===== src/dlefd_pkg.sv =====
// ----------------------------------------------------------------------------
// DLE frame deframer package
// Shared types, codes and the byte-wide CRC-16/XMODEM update.
// ----------------------------------------------------------------------------
`default_nettype none

package dlefd_pkg;

  // Framing phase of the receiver.
  typedef enum logic [1:0] {
    PH_HUNT,
    PH_HEAD,
    PH_BODY
  } phase_t;

  // End of frame status codes.
  typedef enum logic [2:0] {
    ST_OK          = 3'd0,
    ST_CRC         = 3'd1,
    ST_LENGTH      = 3'd2,
    ST_ADDRESS     = 3'd3,
    ST_PAYLOAD_LEN = 3'd4,
    ST_OVERSIZE    = 3'd5
  } status_t;

  // Configuration register map.
  localparam int CFG_INDEX_W = 2;
  localparam int CFG_DATA_W  = 10;

  localparam logic [CFG_INDEX_W-1:0] REG_MAX_RAW  = 2'd0;
  localparam logic [CFG_INDEX_W-1:0] REG_MAX_INFO = 2'd1;
  localparam logic [CFG_INDEX_W-1:0] REG_MAX_ADDR = 2'd2;

  localparam logic [9:0] MAX_RAW_RESET  = 10'd300;
  localparam logic [9:0] MAX_INFO_RESET = 10'd128;
  localparam logic [3:0] MAX_ADDR_RESET = 4'd6;

  // Framing characters.
  localparam logic [7:0] CH_DLE = 8'h10;
  localparam logic [7:0] CH_STX = 8'h02;
  localparam logic [7:0] CH_ETX = 8'h03;

  localparam logic [15:0] CRC_POLY = 16'h1021;

  // Width for header offset and length comparisons.
  localparam int CMP_W = 17;

  localparam logic [9:0] PAYLOAD_LEN_MAX = 10'h3FF;

  // Per-frame parse state.
  typedef struct packed {
    logic [15:0] running_crc;
    logic [15:0] tail_history;
    logic [15:0] info_length;
    logic [7:0]  origin_len;
    logic [7:0]  goal_len;
    logic [7:0]  origin_port;
    logic [7:0]  goal_port;
    logic [7:0]  mode_code;
    logic [7:0]  command_code;
    logic        addr_error;
  } frame_t;

  // One result item.
  typedef struct packed {
    logic        kind;
    logic [7:0]  data_byte;
    status_t     status;
    logic [7:0]  origin_port;
    logic [7:0]  goal_port;
    logic [7:0]  mode_code;
    logic [7:0]  command_code;
    logic [9:0]  payload_length;
    logic [15:0] crc_received;
    logic [15:0] crc_computed;
  } result_t;

  // CRC-16/XMODEM over one byte, most significant bit first.
  function automatic logic [15:0] crc16_byte(input logic [15:0] crc_in,
                                             input logic [7:0]  data);
    logic [15:0] crc;
    crc = crc_in ^ {data, 8'h00};
    for (int i = 0; i < 8; i++) begin
      if (crc[15]) begin
        crc = {crc[14:0], 1'b0} ^ CRC_POLY;
      end else begin
        crc = {crc[14:0], 1'b0};
      end
    end
    return crc;
  endfunction

endpackage

`default_nettype wire


===== src/dlefd_absorb.sv =====
// ----------------------------------------------------------------------------
// DLE frame deframer body byte absorber
// Folds one destuffed body byte into the frame state and flags payload bytes.
// ----------------------------------------------------------------------------
`default_nettype none

module dlefd_absorb #(
  parameter int COUNT_BITS = 10
) (
  input  logic [COUNT_BITS-1:0] count,
  input  dlefd_pkg::frame_t     frame_in,
  input  logic [7:0]            rx_data,
  input  logic [9:0]            max_info_length,
  input  logic [3:0]            max_address_length,
  output logic [COUNT_BITS-1:0] count_next,
  output dlefd_pkg::frame_t     frame_next,
  output logic                  emit
);

  localparam int CW = dlefd_pkg::CMP_W;

  logic [CW-1:0] b;
  logic [CW-1:0] info;
  logic [CW-1:0] o;
  logic [CW-1:0] g;
  logic [CW-1:0] d;
  logic [CW-1:0] max_addr;

  assign b        = CW'(count);
  assign info     = CW'(frame_in.info_length);
  assign o        = CW'(frame_in.origin_len);
  assign g        = CW'(frame_in.goal_len);
  assign d        = CW'(rx_data);
  assign max_addr = CW'(max_address_length);

  always_comb begin
    frame_next = frame_in;
    emit       = 1'b0;

    // The CRC covers the two length bytes and the rest of the info bytes.
    if (b < CW'(2) || b < info) begin
      frame_next.running_crc = dlefd_pkg::crc16_byte(frame_in.running_crc, rx_data);
    end
    frame_next.tail_history = {frame_in.tail_history[7:0], rx_data};

    if (b == CW'(0)) begin
      frame_next.info_length = {rx_data, 8'h00};
    end else if (b == CW'(1)) begin
      frame_next.info_length = {frame_in.info_length[15:8], rx_data};
    end else if (b == CW'(2)) begin
      frame_next.origin_port = rx_data;
    end else if (b == CW'(3)) begin
      frame_next.origin_len = rx_data;
      if (d > max_addr || CW'(6) + d > info) begin
        frame_next.addr_error = 1'b1;
      end
    end else if (!frame_in.addr_error) begin
      if (b == o + CW'(4)) begin
        frame_next.goal_port = rx_data;
      end else if (b == o + CW'(5)) begin
        frame_next.goal_len = rx_data;
        if (d > max_addr || CW'(8) + o + d > info) begin
          frame_next.addr_error = 1'b1;
        end
      end else if (b == o + g + CW'(6)) begin
        frame_next.mode_code = rx_data;
      end else if (b == o + g + CW'(7)) begin
        frame_next.command_code = rx_data;
      end else if (b >= o + g + CW'(8) && b < info &&
                   info >= CW'(8) && info <= CW'(max_info_length)) begin
        emit = 1'b1;
      end
    end

    count_next = (count == {COUNT_BITS{1'b1}}) ? count : count + 1'b1;
  end

endmodule

`default_nettype wire


===== src/dlefd_out_buf.sv =====
// ----------------------------------------------------------------------------
// DLE frame deframer result buffer
// Output register with a skid entry, so the input side sees a registered ready.
// ----------------------------------------------------------------------------
`default_nettype none

module dlefd_out_buf (
  input  logic               clk,
  input  logic               rst,
  input  logic               push,
  input  dlefd_pkg::result_t push_data,
  output logic               full,
  output logic               out_valid,
  input  logic               out_ready,
  output dlefd_pkg::result_t out_data
);

  logic               main_valid;
  logic               skid_valid;
  dlefd_pkg::result_t skid_data;
  logic               main_free;

  assign main_free = !main_valid || out_ready;
  assign full      = skid_valid;
  assign out_valid = main_valid;

  always_ff @(posedge clk) begin
    if (rst) begin
      main_valid <= 1'b0;
      skid_valid <= 1'b0;
    end else if (main_free) begin
      main_valid <= skid_valid || push;
      skid_valid <= skid_valid && push;
    end else if (push) begin
      skid_valid <= 1'b1;
    end
  end

  always_ff @(posedge clk) begin
    if (main_free) begin
      out_data <= skid_valid ? skid_data : push_data;
      if (skid_valid && push) begin
        skid_data <= push_data;
      end
    end else if (push) begin
      skid_data <= push_data;
    end
  end

endmodule

`default_nettype wire


===== src/dle_frame_deframer_crc16.sv =====
// ----------------------------------------------------------------------------
// DLE frame deframer with CRC-16/XMODEM check
// Takes one raw byte per transfer and accepts a new byte every cycle while the
// result buffer is not full. A result is loaded into the output register (or the
// skid entry when that register is stalled) at the edge of the transfer that pushes it.
// Output holds two results (register plus skid entry); ready is registered.
// Synchronous reset: hunting for a head, limits back to 300, 128 and 6.
// ----------------------------------------------------------------------------
`default_nettype none

module dle_frame_deframer_crc16 #(
  parameter int COUNT_BITS = 10
) (
  input  logic                              clk,
  input  logic                              rst,
  // Raw byte input
  input  logic                              in_valid,
  output logic                              in_ready,
  input  logic [7:0]                        rx_byte,
  // Result output
  output logic                              out_valid,
  input  logic                              out_ready,
  output logic                              kind,
  output logic [7:0]                        data_byte,
  output logic [2:0]                        status,
  output logic [7:0]                        origin_port,
  output logic [7:0]                        goal_port,
  output logic [7:0]                        mode_code,
  output logic [7:0]                        command_code,
  output logic [9:0]                        payload_length,
  output logic [15:0]                       crc_received,
  output logic [15:0]                       crc_computed,
  // Configuration writes
  input  logic                              cfg_valid,
  output logic                              cfg_ready,
  input  logic [dlefd_pkg::CFG_INDEX_W-1:0] cfg_index,
  input  logic [dlefd_pkg::CFG_DATA_W-1:0]  cfg_data
);

  // Width used to compare the raw count with the 10-bit limit.
  localparam int RW = (COUNT_BITS > 10) ? COUNT_BITS : 10;
  localparam int CW = dlefd_pkg::CMP_W;

  // Configuration registers.
  logic [9:0] max_raw_length;
  logic [9:0] max_info_length;
  logic [3:0] max_address_length;

  // Control state.
  dlefd_pkg::phase_t     phase;
  dlefd_pkg::phase_t     phase_next;
  logic                  dle_pending;
  logic                  dle_pending_next;
  logic [COUNT_BITS-1:0] raw_count;
  logic [COUNT_BITS-1:0] raw_count_next;
  logic [COUNT_BITS-1:0] body_count;
  logic [COUNT_BITS-1:0] body_count_next;
  logic                  held_valid;
  logic                  held_valid_next;

  // Frame payload state.
  dlefd_pkg::frame_t     frame;
  dlefd_pkg::frame_t     frame_next;
  logic [7:0]            held_byte;
  logic [7:0]            held_byte_next;

  // Handshake and decode.
  logic                  in_fire;
  logic                  buf_full;
  logic                  in_body;
  logic                  abort;
  logic                  end_frame;
  logic                  start;
  logic                  do_a;
  logic                  do_b;
  logic                  e1;
  logic                  e2;
  logic [7:0]            a_byte;

  // Absorber chain: the first stage takes the lone or stuffed DLE (or a plain
  // byte), the second stage the byte that follows a lone DLE.
  logic [COUNT_BITS-1:0] a_count;
  dlefd_pkg::frame_t     a_frame;
  logic                  a_emit;
  logic [COUNT_BITS-1:0] b_count;
  dlefd_pkg::frame_t     b_frame;
  logic                  b_emit;

  // Result path.
  logic                  res_valid;
  dlefd_pkg::result_t    res;
  dlefd_pkg::result_t    out_data;
  logic [9:0]            hdr_len;
  logic [15:0]           pl_diff;
  logic [9:0]            pl_len;
  dlefd_pkg::status_t    end_status;

  assign cfg_ready = 1'b1;
  assign in_ready  = !buf_full;
  assign in_fire   = in_valid && in_ready;

  assign in_body   = in_fire && (phase == dlefd_pkg::PH_BODY);
  // A body byte arriving once the raw limit is reached ends the frame.
  assign abort     = in_body && (RW'(raw_count) >= RW'(max_raw_length));
  assign end_frame = in_body && !abort && dle_pending && (rx_byte == dlefd_pkg::CH_ETX);
  assign start     = in_fire && (phase == dlefd_pkg::PH_HEAD) &&
                     (rx_byte == dlefd_pkg::CH_STX);

  // A DLE seen on its own arms the pending flag; after it, DLE is a stuffed
  // data byte, ETX ends the frame and anything else gives DLE plus that byte.
  assign do_a = in_body && !abort &&
                (dle_pending ? (rx_byte != dlefd_pkg::CH_ETX)
                             : (rx_byte != dlefd_pkg::CH_DLE));
  assign do_b = in_body && !abort && dle_pending &&
                (rx_byte != dlefd_pkg::CH_DLE) && (rx_byte != dlefd_pkg::CH_ETX);
  assign a_byte = dle_pending ? dlefd_pkg::CH_DLE : rx_byte;
  assign e1 = do_a && a_emit;
  assign e2 = do_b && b_emit;

  dlefd_absorb #(
    .COUNT_BITS(COUNT_BITS)
  ) u_absorb_a (
    .count              (body_count),
    .frame_in           (frame),
    .rx_data            (a_byte),
    .max_info_length    (max_info_length),
    .max_address_length (max_address_length),
    .count_next         (a_count),
    .frame_next         (a_frame),
    .emit               (a_emit)
  );

  dlefd_absorb #(
    .COUNT_BITS(COUNT_BITS)
  ) u_absorb_b (
    .count              (a_count),
    .frame_in           (a_frame),
    .rx_data            (rx_byte),
    .max_info_length    (max_info_length),
    .max_address_length (max_address_length),
    .count_next         (b_count),
    .frame_next         (b_frame),
    .emit               (b_emit)
  );

  // Payload length from the header, clamped to the field range.
  assign hdr_len = 10'd8 + 10'(frame.origin_len) + 10'(frame.goal_len);
  assign pl_diff = frame.info_length - 16'(hdr_len);
  always_comb begin
    if (frame.info_length < 16'(hdr_len)) begin
      pl_len = '0;
    end else if (pl_diff > 16'(dlefd_pkg::PAYLOAD_LEN_MAX)) begin
      pl_len = dlefd_pkg::PAYLOAD_LEN_MAX;
    end else begin
      pl_len = pl_diff[9:0];
    end
  end

  // Status priority: length, then CRC, then address.
  always_comb begin
    if (frame.info_length < 16'd8 || frame.info_length > 16'(max_info_length) ||
        CW'(body_count) != CW'(frame.info_length) + CW'(2)) begin
      end_status = dlefd_pkg::ST_LENGTH;
    end else if (frame.running_crc != frame.tail_history) begin
      end_status = dlefd_pkg::ST_CRC;
    end else if (frame.addr_error) begin
      end_status = dlefd_pkg::ST_ADDRESS;
    end else begin
      end_status = dlefd_pkg::ST_OK;
    end
  end

  // Next phase.
  always_comb begin
    phase_next = phase;
    if (in_fire) begin
      unique case (phase)
        dlefd_pkg::PH_HUNT: begin
          if (rx_byte == dlefd_pkg::CH_DLE) begin
            phase_next = dlefd_pkg::PH_HEAD;
          end
        end
        dlefd_pkg::PH_HEAD: begin
          if (rx_byte == dlefd_pkg::CH_STX) begin
            phase_next = dlefd_pkg::PH_BODY;
          end else if (rx_byte != dlefd_pkg::CH_DLE) begin
            phase_next = dlefd_pkg::PH_HUNT;
          end
        end
        dlefd_pkg::PH_BODY: begin
          if (abort || end_frame) begin
            phase_next = dlefd_pkg::PH_HUNT;
          end
        end
        default: phase_next = dlefd_pkg::PH_HUNT;
      endcase
    end
  end

  // Datapath, held byte and result.
  always_comb begin
    dle_pending_next = dle_pending;
    raw_count_next   = raw_count;
    body_count_next  = body_count;
    frame_next       = frame;
    held_valid_next  = held_valid;
    held_byte_next   = held_byte;
    res_valid        = 1'b0;
    res              = '0;

    if (start) begin
      dle_pending_next = 1'b0;
      raw_count_next   = COUNT_BITS'(2);
      body_count_next  = '0;
      frame_next       = '0;
    end

    if (in_body && !abort) begin
      if (raw_count != {COUNT_BITS{1'b1}}) begin
        raw_count_next = raw_count + 1'b1;
      end
      dle_pending_next = !dle_pending && (rx_byte == dlefd_pkg::CH_DLE);
    end

    if (do_b) begin
      frame_next      = b_frame;
      body_count_next = b_count;
    end else if (do_a) begin
      frame_next      = a_frame;
      body_count_next = a_count;
    end

    if (in_fire) begin
      held_valid_next = 1'b0;
      if (abort) begin
        // Oversize: status only, and any held payload byte is dropped.
        res_valid  = 1'b1;
        res.kind   = 1'b1;
        res.status = dlefd_pkg::ST_OVERSIZE;
      end else if (end_frame) begin
        res_valid          = 1'b1;
        res.kind           = 1'b1;
        res.status         = end_status;
        res.origin_port    = frame.origin_port;
        res.goal_port      = frame.goal_port;
        res.mode_code      = frame.mode_code;
        res.command_code   = frame.command_code;
        res.payload_length = pl_len;
        res.crc_received   = frame.tail_history;
        res.crc_computed   = frame.running_crc;
      end else begin
        // Up to two payload bytes are ready in one step: the first goes out,
        // the second waits in the hold for the next transfer.
        res_valid     = held_valid || e1 || e2;
        res.data_byte = held_valid ? held_byte : (e1 ? a_byte : rx_byte);
        if ((held_valid && (e1 || e2)) || (e1 && e2)) begin
          held_valid_next = 1'b1;
          held_byte_next  = (held_valid && e1) ? a_byte : rx_byte;
        end
      end
    end
  end

  dlefd_out_buf u_out_buf (
    .clk       (clk),
    .rst       (rst),
    .push      (in_fire && res_valid),
    .push_data (res),
    .full      (buf_full),
    .out_valid (out_valid),
    .out_ready (out_ready),
    .out_data  (out_data)
  );

  assign kind           = out_data.kind;
  assign data_byte      = out_data.data_byte;
  assign status         = out_data.status;
  assign origin_port    = out_data.origin_port;
  assign goal_port      = out_data.goal_port;
  assign mode_code      = out_data.mode_code;
  assign command_code   = out_data.command_code;
  assign payload_length = out_data.payload_length;
  assign crc_received   = out_data.crc_received;
  assign crc_computed   = out_data.crc_computed;

  // Control registers and configuration.
  always_ff @(posedge clk) begin
    if (rst) begin
      phase              <= dlefd_pkg::PH_HUNT;
      dle_pending        <= 1'b0;
      raw_count          <= '0;
      body_count         <= '0;
      held_valid         <= 1'b0;
      max_raw_length     <= dlefd_pkg::MAX_RAW_RESET;
      max_info_length    <= dlefd_pkg::MAX_INFO_RESET;
      max_address_length <= dlefd_pkg::MAX_ADDR_RESET;
    end else begin
      phase       <= phase_next;
      dle_pending <= dle_pending_next;
      raw_count   <= raw_count_next;
      body_count  <= body_count_next;
      held_valid  <= held_valid_next;
      if (cfg_valid && cfg_ready) begin
        unique case (cfg_index)
          dlefd_pkg::REG_MAX_RAW:  max_raw_length     <= cfg_data;
          dlefd_pkg::REG_MAX_INFO: max_info_length    <= cfg_data;
          dlefd_pkg::REG_MAX_ADDR: max_address_length <= cfg_data[3:0];
          default: ;
        endcase
      end
    end
  end

  // Frame contents and the held byte need no reset: a new frame clears the frame, held_valid guards the byte.
  always_ff @(posedge clk) begin
    frame     <= frame_next;
    held_byte <= held_byte_next;
  end

endmodule

`default_nettype wire

===== config.mk =====
export PLATFORM = sky130hd
export DESIGN_NAME = dle_frame_deframer_crc16
export DESIGN_NICKNAME = d
export VERILOG_FILES = /design/src/dlefd_pkg.sv /design/src/dlefd_absorb.sv /design/src/dlefd_out_buf.sv /design/src/dle_frame_deframer_crc16.sv
export SDC_FILE = /design/constraint.sdc
export NUM_CORES = 1
export LEC_CHECK = 0
export ABC_AREA = 1
export BUFFER_PORTS_ARGS = -buffer_cell sky130_fd_sc_hd__buf_2
export CORE_ASPECT_RATIO = 0.6
export CORE_MARGIN = 4
export CORE_UTILIZATION = 40
export CTS_CLUSTER_SIZE = 12
export DETAILED_ROUTE_END_ITERATION = 6
export MAX_ROUTING_LAYER = met4
export PLACE_DENSITY = 0.58
export SLEW_MARGIN = 0
export SYNTH_ARGS = -nofsm -noshare
export SYNTH_HDL_FRONTEND = slang
export SYNTH_HIERARCHICAL = 1
export SYNTH_SLANG_ARGS = --single-unit

===== constraint.sdc =====
create_clock -name clk -period 13.8 [get_ports clk]
set_input_delay 2.07 -clock clk [delete_from_list [all_inputs] [get_ports clk]]
set_output_delay 2.07 -clock clk [all_outputs]
set_load 0.005 [all_outputs]

# After elaboration in Yosys (flattened, before gate mapping)
# Cells that the tools add are included.
# totals
inputBits	25
ff_bits	327
elab_cells	344
out_inout_bits	89
# op_classes
eq_ne	32
add_sub_neg	25
n_lt_le_gt_ge	21
reduce_logical	57
n_bitwise	20
n_mux	148
# op_table
cell	count
86-bit 2-to-1 mux	5
16-bit 2-to-1 mux	22
97-bit 2-to-1 mux	3
8-bit 2-to-1 mux	28
13-bit 2-to-1 mux	16
49-bit 2-to-1 mux	4
10-bit by 17-bit equality test with 1-bit output	8
10-bit 2-to-1 mux	10
25-bit 2-to-1 mux	4
77-bit 2-to-1 mux	1
74-bit 2-to-1 mux	1
17-bit by 3-bit adder with 17-bit output, second input constant	4
24-bit 2-to-1 mux	2
3-bit inverter	16
1-bit 2-to-1 mux	41
10-bit by 2-bit equality test with 1-bit output, second input constant	4
8-bit by 3-bit adder with 9-bit output, second input constant	4
17-bit by 4-bit adder with 17-bit output, second input constant	2
17-bit by 8-bit adder with 17-bit output	2
10-bit by 17-bit greater-or-equal comparator with 1-bit output	2
17-bit by 16-bit > comparator with 1-bit output	2
17-bit zero test	2
17-bit 2-to-1 mux	2
16-bit by 4-bit greater-or-equal comparator with 1-bit output, second input constant	2
44 further kinds	116

# Depth between registers and ports, before layout
# Gate-level depths: netlist of the first run.
# logic_depth
depth_word	52
ltp_mapped	45

# By module
# The synthesis of the first run kept the hierarchy.
# by_module_without_submodules
mod	seq_area_each_um2	instances	cells_per_inst	area_per_inst_um2
dle_frame_deframer_crc16	4113.9	1	1437	10611.4
dlefd_out_buf	5205.0	1	466	6368.6
dlefd_absorb at u_absorb_b	0.0	1	919	5267.6
dlefd_absorb at u_absorb_a	0.0	1	916	5245.0

# Least setup slack after synthesis of the first run
# Ideal clock, no wire load.
# synth_path
path_type	input -> register
startpoint	input rx_byte[3]
endpoint	register u_out_buf/skid_data[0] in the netlist's numbering (enable)
setup_time_ps	448
setup_slack_ps	4923
stages	36
t_arrival_ps	8429
path_buffers	0
path_cell_list	inv_1 > nor2_1 > clkinv_1 > ha_1 > inv_1 > ha_1 > a21oi_1 > nand2_1 > a21oi_1 > o21bai_1 > nand2_1 > nand2_1 > a21oi_1 > xor2_1 > ha_1 > nand2_1 > or4_1 > nand4_1 > nand3_1 > nand3_1 > nand2_1 > nor2_1 > nand2_2 > nor2_1 > nand3_1 > nor2_1 > nand4_1 > nor2_1 > nand4_1 > nand2_1 > nor3_1 > nor2_1 > nand2_1 > inv_1 > nand2_1 > nand2_1
# synth_rtl
item	line	text
start: declaration	dle_frame_deframer_crc16.sv:19	input logic [7:0] rx_byte,
end signal: assignment	dlefd_out_buf.sv:43	skid_data <= push_data;
end signal: assignment	dlefd_out_buf.sv:46	skid_data <= push_data;
end: declaration	dlefd_out_buf.sv:20	dlefd_pkg::result_t skid_data;

==> metrics list, run 1 <==
- Worst-Skew Late Latency: 0.55 ns
- Share of flip-flops with an asynchronous set or reset: 0
* Largest net degree at the start of global routing: 87
- Summing all non-filler instances in the final layout gives an area of 29690 µm².
* CP max-delay cell: sky130_fd_sc_hd__buf_4
- In the final layout, the share of cells above drive strength 1 is 0.1034.
- Iteration count of the initial detailed-routing pass: 7
- In this run the number of H-tree levels came out at 2.
- Dividing the detail-routed wire length by the instance count gives between 15 and 20 µm.
- Initial antenna violation count: 0
- Path class of the lowest-slack min-delay path: flip-flop to flip-flop
- CTS tree: built
* Highest fanout seen on the critical path: 65
* Delay of the slowest cell on the worst path: 0.72 ns
- Internal power: 1.639 mW
- In this run the standard cell core region covers ~68000 µm².
* Clock sinks: 327
* Number of instances in the synthesized netlist: between 3000 and 4000
- GR Overflow Total: 0
* Commonest cells after routing, fill and taps aside: 1076 x sky130_fd_sc_hd__nand2_1, 482 x sky130_fd_sc_hd__inv_1, 392 x sky130_fd_sc_hd__nand3_1
- The Yosys step of the flow raised 6 warnings.
- In this run, CTS created clock tree buffers numbering 36.
- After clock tree synthesis, the flow added hold-fix buffers numbering 0.
- The die is 211.1 µm tall.
* Most prevalent standard cell on the critical path: sky130_fd_sc_hd__nor2_1
- The via count of the first global-routing pass was 22490.
* Leakage dissipation: 14.57 nW
- Cell area after synthesis: between 20000 and 30000 µm²
- The setup path with the least slack is of type input pin to flip-flop.
- Most frequent standard cell in the layout excluding fill and tap cells: sky130_fd_sc_hd__nand2_1
- The wire-length estimate of the detail-placed layout is 68.35 mm.
* Number of violations of the max-capacitance limit: 0
- Avg Inst Size Synth: about 7.4 µm²
* Power density cells: 72.90 nW/µm²
- Routability-driven placement finished with a final weighted congestion of between 0.9 and 1.
* Effective utilization at floorplan: 0.4040
- For the worst setup path, the data required time is 13.96 ns.
- Number of standard-cell rows in the floorplan: 74
* Global-route wire length before repair: 136.4 mm
* Fmax: 108.9 MHz
- Final setup viols: 0
- The filler cells instantiated in the layout total 6956.
* Drc violations: 0
- Fin nets: 4032
- Power dissipated by switching net loads: between 0.5 and 0.6 mW
* Max Slew Vio Count: 0
* Count of final hold-check violations: 0
* Count of different cell masters after synthesis: 60
* Number of port buffers: 112
- The die covers 73130 µm².
* Net count after synthesis: about 4000
- Worst IR drop on VDD: 0.06071 mV
- Category of the worst setup path capture point: flip-flop
- The most used flip-flop cell after synthesis is sky130_fd_sc_hd__edfxtp_1.
- Total track usage: 0.2471
- Combined area of the multi-input logic cells: 15340 µm²
- In this run the remaining antenna-violating nets after routing total 0.
- Post-synth EDFFs: 277
- 114 I/O pins were placed.
- The tightest hold path in the finished design has a slack of around 0.47 ns.
* Root buffer selected by CTS: sky130_fd_sc_hd__clkbuf_16
* Wire length reported by the detailed router: 90.39 mm
- The routed layout has 25000 vias.
- Registers take 9320 µm².
* Number of flip-flops and latches in the synthesized netlist: 327
- The floorplan step set the die width to approximately 350 µm.
* Number of vias per cell after detailed routing: between 5 and 6
- DR iter-0 viols: 3138
* Final critical-path required period: 9.183 ns
* Share of the clock period used by the worst path after layout: 0.6655
- Share of total power in the clock network: 0.433
- Unrepaired setup endpoints after global routing: false
* Max clock buf depth: 3
* Relative contribution of combinational cells to total power: 0.075
- Least-Margin Pin Slew: ~1.2 ns
- The share of total power dissipated in sequential elements is 0.492.
* Final antenna diode count: 0
- Setup tns final: 0 ns
- In this run the post-CTS setup repair buffer count came out at 0.
- Clock skew on the completed layout was measured at 0.02042 ns.
* Post-cts resize count: 0
* Slew Limit Headroom: 0.1863
- Area Growth Syn to Fin: 7.987%
- The flow ran to the end, and the final reports show no timing, DRC or antenna violations.
* Switching share of power: 0.2429
* Clock slew at the register clock pins of the worst setup and hold paths: approximately 0.06 ns
- The share of the Yosys chip area taken by registers is 0.3390.
- Placement-stage cell area: 28600 µm²
- The worst setup path is launched from an input pin.
* Worst Path Arrival: about 9.4 ns
## cell usage after synthesis, types with 23 or more instances
library cell,n,area share
sky130_fd_sc_hd__dfxtp_1,50,0.036
sky130_fd_sc_hd__nor2_2,60,0.014
sky130_fd_sc_hd__o21ai_1,23,0.0042
sky130_fd_sc_hd__nand3_1,392,0.071
sky130_fd_sc_hd__nand2_1,1079,0.15
sky130_fd_sc_hd__clkbuf_1,42,0.0057
sky130_fd_sc_hd__buf_4,40,0.011
sky130_fd_sc_hd__edfxtp_1,277,0.30
sky130_fd_sc_hd__o21ai_0,173,0.031
sky130_fd_sc_hd__nand4_1,67,0.015
sky130_fd_sc_hd__nand3_2,27,0.0098
sky130_fd_sc_hd__xnor2_1,72,0.023
sky130_fd_sc_hd__buf_2,43,0.0078
sky130_fd_sc_hd__xor2_1,76,0.024
sky130_fd_sc_hd__nor2_1,223,0.030
sky130_fd_sc_hd__inv_1,482,0.066
sky130_fd_sc_hd__ha_1,221,0.10
sky130_fd_sc_hd__nor3_1,34,0.0062
sky130_fd_sc_hd__a21oi_1,151,0.027
## final timing paths
| kind | slack (ns) | endpoint | start | cells after the start |
|---|---|---|---|---|
| max | 4.62 | u_out_buf/skid_data[33] | rx_byte[3] | 36 |
| min | 0.47 | max_raw_length[1] | max_raw_length[1] | 2 |
| max reg2reg | 5.04 | u_out_buf/skid_data[33] | body_count[1] | 38 |
| min reg2reg | 0.47 | max_raw_length[1] | max_raw_length[1] | 2 |
## routing by layer
metal | wire length (µm) | global-route usage
met5 | 0 | -
met4 | 1724 | 0.04763
met3 | 12100 | 0.08542
met2 | 32470 | 0.3019
met1 | 44090 | 0.3809
## kinds of logic (layout without fill, tap and decap cells)
kind of cell    after synthesis  count (layout)  share of synthesized area
buf+inv                     660             722                     0.1042
flops                       327             327                     0.3390
fa+ha+maj                   227             227                     0.1049
other cells                   1               1                  0.0001364
compound gates              412             412                    0.08215
simple gates               1962            1962                     0.3218
xor+xnor                    149             149                    0.04774
## flip-flops by register name (all words and copies together) (netlist names)
name / flops
body_count: 10
dle_pending: 1
frame: 97
held_byte: 8
held_valid: 1
max_address_length: 4
max_info_length: 10
max_raw_length: 10
phase: 2
raw_count: 10
u_out_buf/full: 1
u_out_buf/out_data: 86
u_out_buf/out_valid: 1
u_out_buf/skid_data: 86
## cell type report
| class | count | area share |
|---|---|---|
| clock buffer | 47 | 0.03346 |
| clock inverter | 11 | 0.003203 |
| inverter | 508 | 0.06440 |
| multi-input combinational | 2751 | 0.5166 |
| sequential | 327 | 0.3139 |
| tap | 912 | 0.03844 |
| timing repair buffer | 156 | 0.03001 |
## through the flow
stage / utilization / std cells / setup WS [ns] / power [mW]
2_1_floorplan: - / 3738 / 4.923 / 1.194
4_1_cts: 0.4363 / 4712 / 4.763 / 2.176
5_1_grt: 0.4363 / 4712 / 4.000 / 2.238
6_report: 0.4363 / 4712 / 4.617 / 2.164
3_3_place_gp: 0.4203 / 4654 / 4.358 / 1.241
3_5_place_dp: 0.4203 / 4654 / 4.222 / 1.242
## critical path: cells and delay by family
kind            cells  cell delay, ns
xor+xnor            1            0.16
simple gates       22            3.40
compound gates      3            0.67
buf+inv             7            1.81
fa+ha+maj           3            1.12
## power by group through the flow
stage,registers [mW],clock network [mW],logic [mW]
2_1_floorplan,1.08,0,0.109
6_report,1.07,0.936,0.163
5_1_grt,1.07,0.993,0.180
4_1_cts,1.06,0.955,0.157
3_3_place_gp,1.09,0,0.155
3_5_place_dp,1.09,0,0.155
(Power assumes the default switching activity.)
==> run 2, diff against run 1 <==
==> constraint.sdc (replaced) <==
create_clock -name clk -period 8.6 [get_ports clk]
set_input_delay 1.29 -clock clk [delete_from_list [all_inputs] [get_ports clk]]
set_output_delay 1.29 -clock clk [all_outputs]
set_load 0.005 [all_outputs]
==> metrics list, run 2 (synthesized netlist as in run 1, its figures left out) <==
* Outcome: completed
- The area growth from synthesis to layout is 8.615%.
- The largest registers in the layout are frame (97), u_out_buf/out_data (86), u_out_buf/skid_data (86).
- Category of the worst setup path capture point: flip-flop
* Number of vias per cell after detailed routing: 5.379 (+1.4%)
* Initial antenna violation count: 0 (unchanged)
- Vertical die dimension: 211.1 µm (unchanged)
- The residual DRC count came to 0 (unchanged).
- Final setup viols: 0 (unchanged)
* Max Slew Vio Count: 0 (unchanged)
* Largest register FFs: 97 (unchanged)
* Fmax: 129.0 MHz
- The number of vias after detailed routing came to 25470 (+1.9%).
* Clock sinks: 327 (unchanged)
- Highest fanout seen on the critical path: 46 (-29%)
* Number of port buffers: 112 (unchanged)
- The peak per-stage delay on the critical path is 0.67 ns (-0.05 ns).
* Largest net degree at the start of global routing: 89 (+2.3%)
- Root buffer selected by CTS: sky130_fd_sc_hd__clkbuf_16
- The remaining antenna violation count after routing was 0 (unchanged).
- Final critical-path required period: 7.754 ns
- CTS H-tree depth: 2 (unchanged)
- Path class of the lowest-slack min-delay path: flip-flop to flip-flop
- Final Wtd Congestion: 0.9924 (+2.3%)
- Setup repair after global routing left no endpoint under its margin.
* Fin nets: 4055 (+0.57%)
* Placed wire-length estimate: 70.84 mm (+3.7%)
- Effective utilization at floorplan: 0.4040 (unchanged)
- Setup clock skew after layout: 0.02652 ns (+0.006097 ns)
- The slew at the pin with the worst max-slew slack was 1.149 ns (-0.05867 ns).
- The share of post-route cells with drive strength above 1 is 0.1081 (+0.004638).
- Power density cells: 116.2 nW/µm² (+59%)
- Worst-Skew Late Latency: 0.56 ns (about the same)
- Slew Limit Headroom: 0.2339 (+0.04762)
* GR Overflow Total: 0 (unchanged)
* Worst path top cell family by delay: simple AND/OR/NAND/NOR gates
- The global-route wire length before repair came to 140.7 mm (+3.2%).
- The final core utilization came to 0.4388 (+0.002537).
- Final Power: 3.468 mW (+60%)
- Startpoint Class: flip-flop
* CTS tree: built
- Wire length reported by the detailed router: 93.35 mm (+3.3%)
- The data arrival time of the critical path is 8.01 ns (-1.34 ns).
* Startpoint-to-endpoint class of the critical path: flip-flop to flip-flop
- Leaving out fill and tap cells, the most frequent cell in the layout is sky130_fd_sc_hd__nand2_1.
* Hold-fix buffers at CTS: 0 (unchanged)
* Number of buffer and inverter instances along the worst setup path: 8 (+1)
- The number of design-rule violations left by the first detailed-router iteration was 3125 (-0.41%).
* Count of final hold-check violations: 0 (unchanged)
- The CTS buffer count is 36 (unchanged).
- The clock input transition at the sequential cells of the worst setup and hold paths is 0.06 ns (about the same).
* Commonest cells after routing, fill and taps aside: 1076 x sky130_fd_sc_hd__nand2_1, 482 x sky130_fd_sc_hd__inv_1, 392 x sky130_fd_sc_hd__nand3_1
- The core footprint is 68050 µm² (unchanged).
- On the critical path, the stage with the largest delay is an instance of sky130_fd_sc_hd__dfxtp_1.
* Worst IR drop on VDD: 0.1356 mV (+120%)
- Share of the clock period used by the worst path after layout: 0.9017
* Setup tns final: 0 ns (unchanged)
- Buffer count from post-CTS setup fixing: 0 (unchanged)
- Total Die Area: 73130 µm² (unchanged)
* Most prevalent standard cell on the critical path: sky130_fd_sc_hd__nand2_1
* Post-cts resize count: 0 (unchanged)
* Largest register by flop count: frame
- Die width: 346.5 µm (unchanged)
- The minimum hold slack is 0.4621 ns (-0.01137 ns).
* Number of global-route vias before repair: 22610 (+0.54%)
- The number of maximum-capacitance constraint violations came to 0 (unchanged).
* Max clock buf depth: 3 (unchanged)
- CP Data Required Time: 8.86 ns (-5.10 ns)
- Total track usage: 0.2555 (+0.008457)
- Final antenna diode count: 0 (unchanged)
- Number of standard-cell rows in the floorplan: 74 (unchanged)
- DR WL/cell: 19.72 µm (+2.8%)
* Num ports: 114 (unchanged)
- The leakage power of the design came to 14.67 nW (+0.68%).
- Iteration count of the initial detailed-routing pass: 6 (-1)
-- run 2: metrics by stage --
step | instances | cell area (µm²) | worst slack [ns]
floorplan | 3738 | 27490 | 0.5029
global placement | 4677 | 28790 | 1.038
detailed placement | 4677 | 28790 | 0.9236
CTS | 4734 | 29860 | 1.026
global route | 4734 | 29860 | 0.2477
finish | 4734 | 29860 | 0.8456
-- run 2: cell type report --
cell class	count	area (µm²)
Sequential cell	327	9320
Fill cell	6933	38190
Timing Repair Buffer	179	1076
Inverter	508	1912
Clock buffer	46	989.7
Clock inverter	11	86.33
Tap cell	912	1141
Multi-Input combinational cell	2751	15340
-- run 2: final timing paths --
kind	start	cells after the start	slack, ns	endpoint
setup / recovery	body_count[1]	39	0.85	u_out_buf/skid_data[33]
hold / removal	max_raw_length[1]	2	0.46	max_raw_length[1]
setup reg to reg	body_count[1]	39	0.85	u_out_buf/skid_data[33]
hold reg to reg	max_raw_length[1]	2	0.46	max_raw_length[1]
-- run 2: metal layers --
metal  track usage  vias up  share of wire
met5             -        -              0
met4       0.02893        0         0.0098
met3       0.06448       85           0.12
met2        0.3190     1219           0.37
met1        0.4112    11800           0.50
li1              -    12360              -
-- run 2: power breakdown --
| part | switching [mW] | internal (mW) |
|---|---|---|
| sequential | 0.00487 | 1.70 |
| clock | 0.657 | 0.838 |
| combinational | 0.178 | 0.0864 |
-- run 2: worst min-delay path: cells and delay by family (launching register included) --
family | cells | cell delay [ns]
AOI/OAI and AO/OA | 1 | 0.06
DFF | 1 | 0.30
buffers and inverters | 1 | 0.06
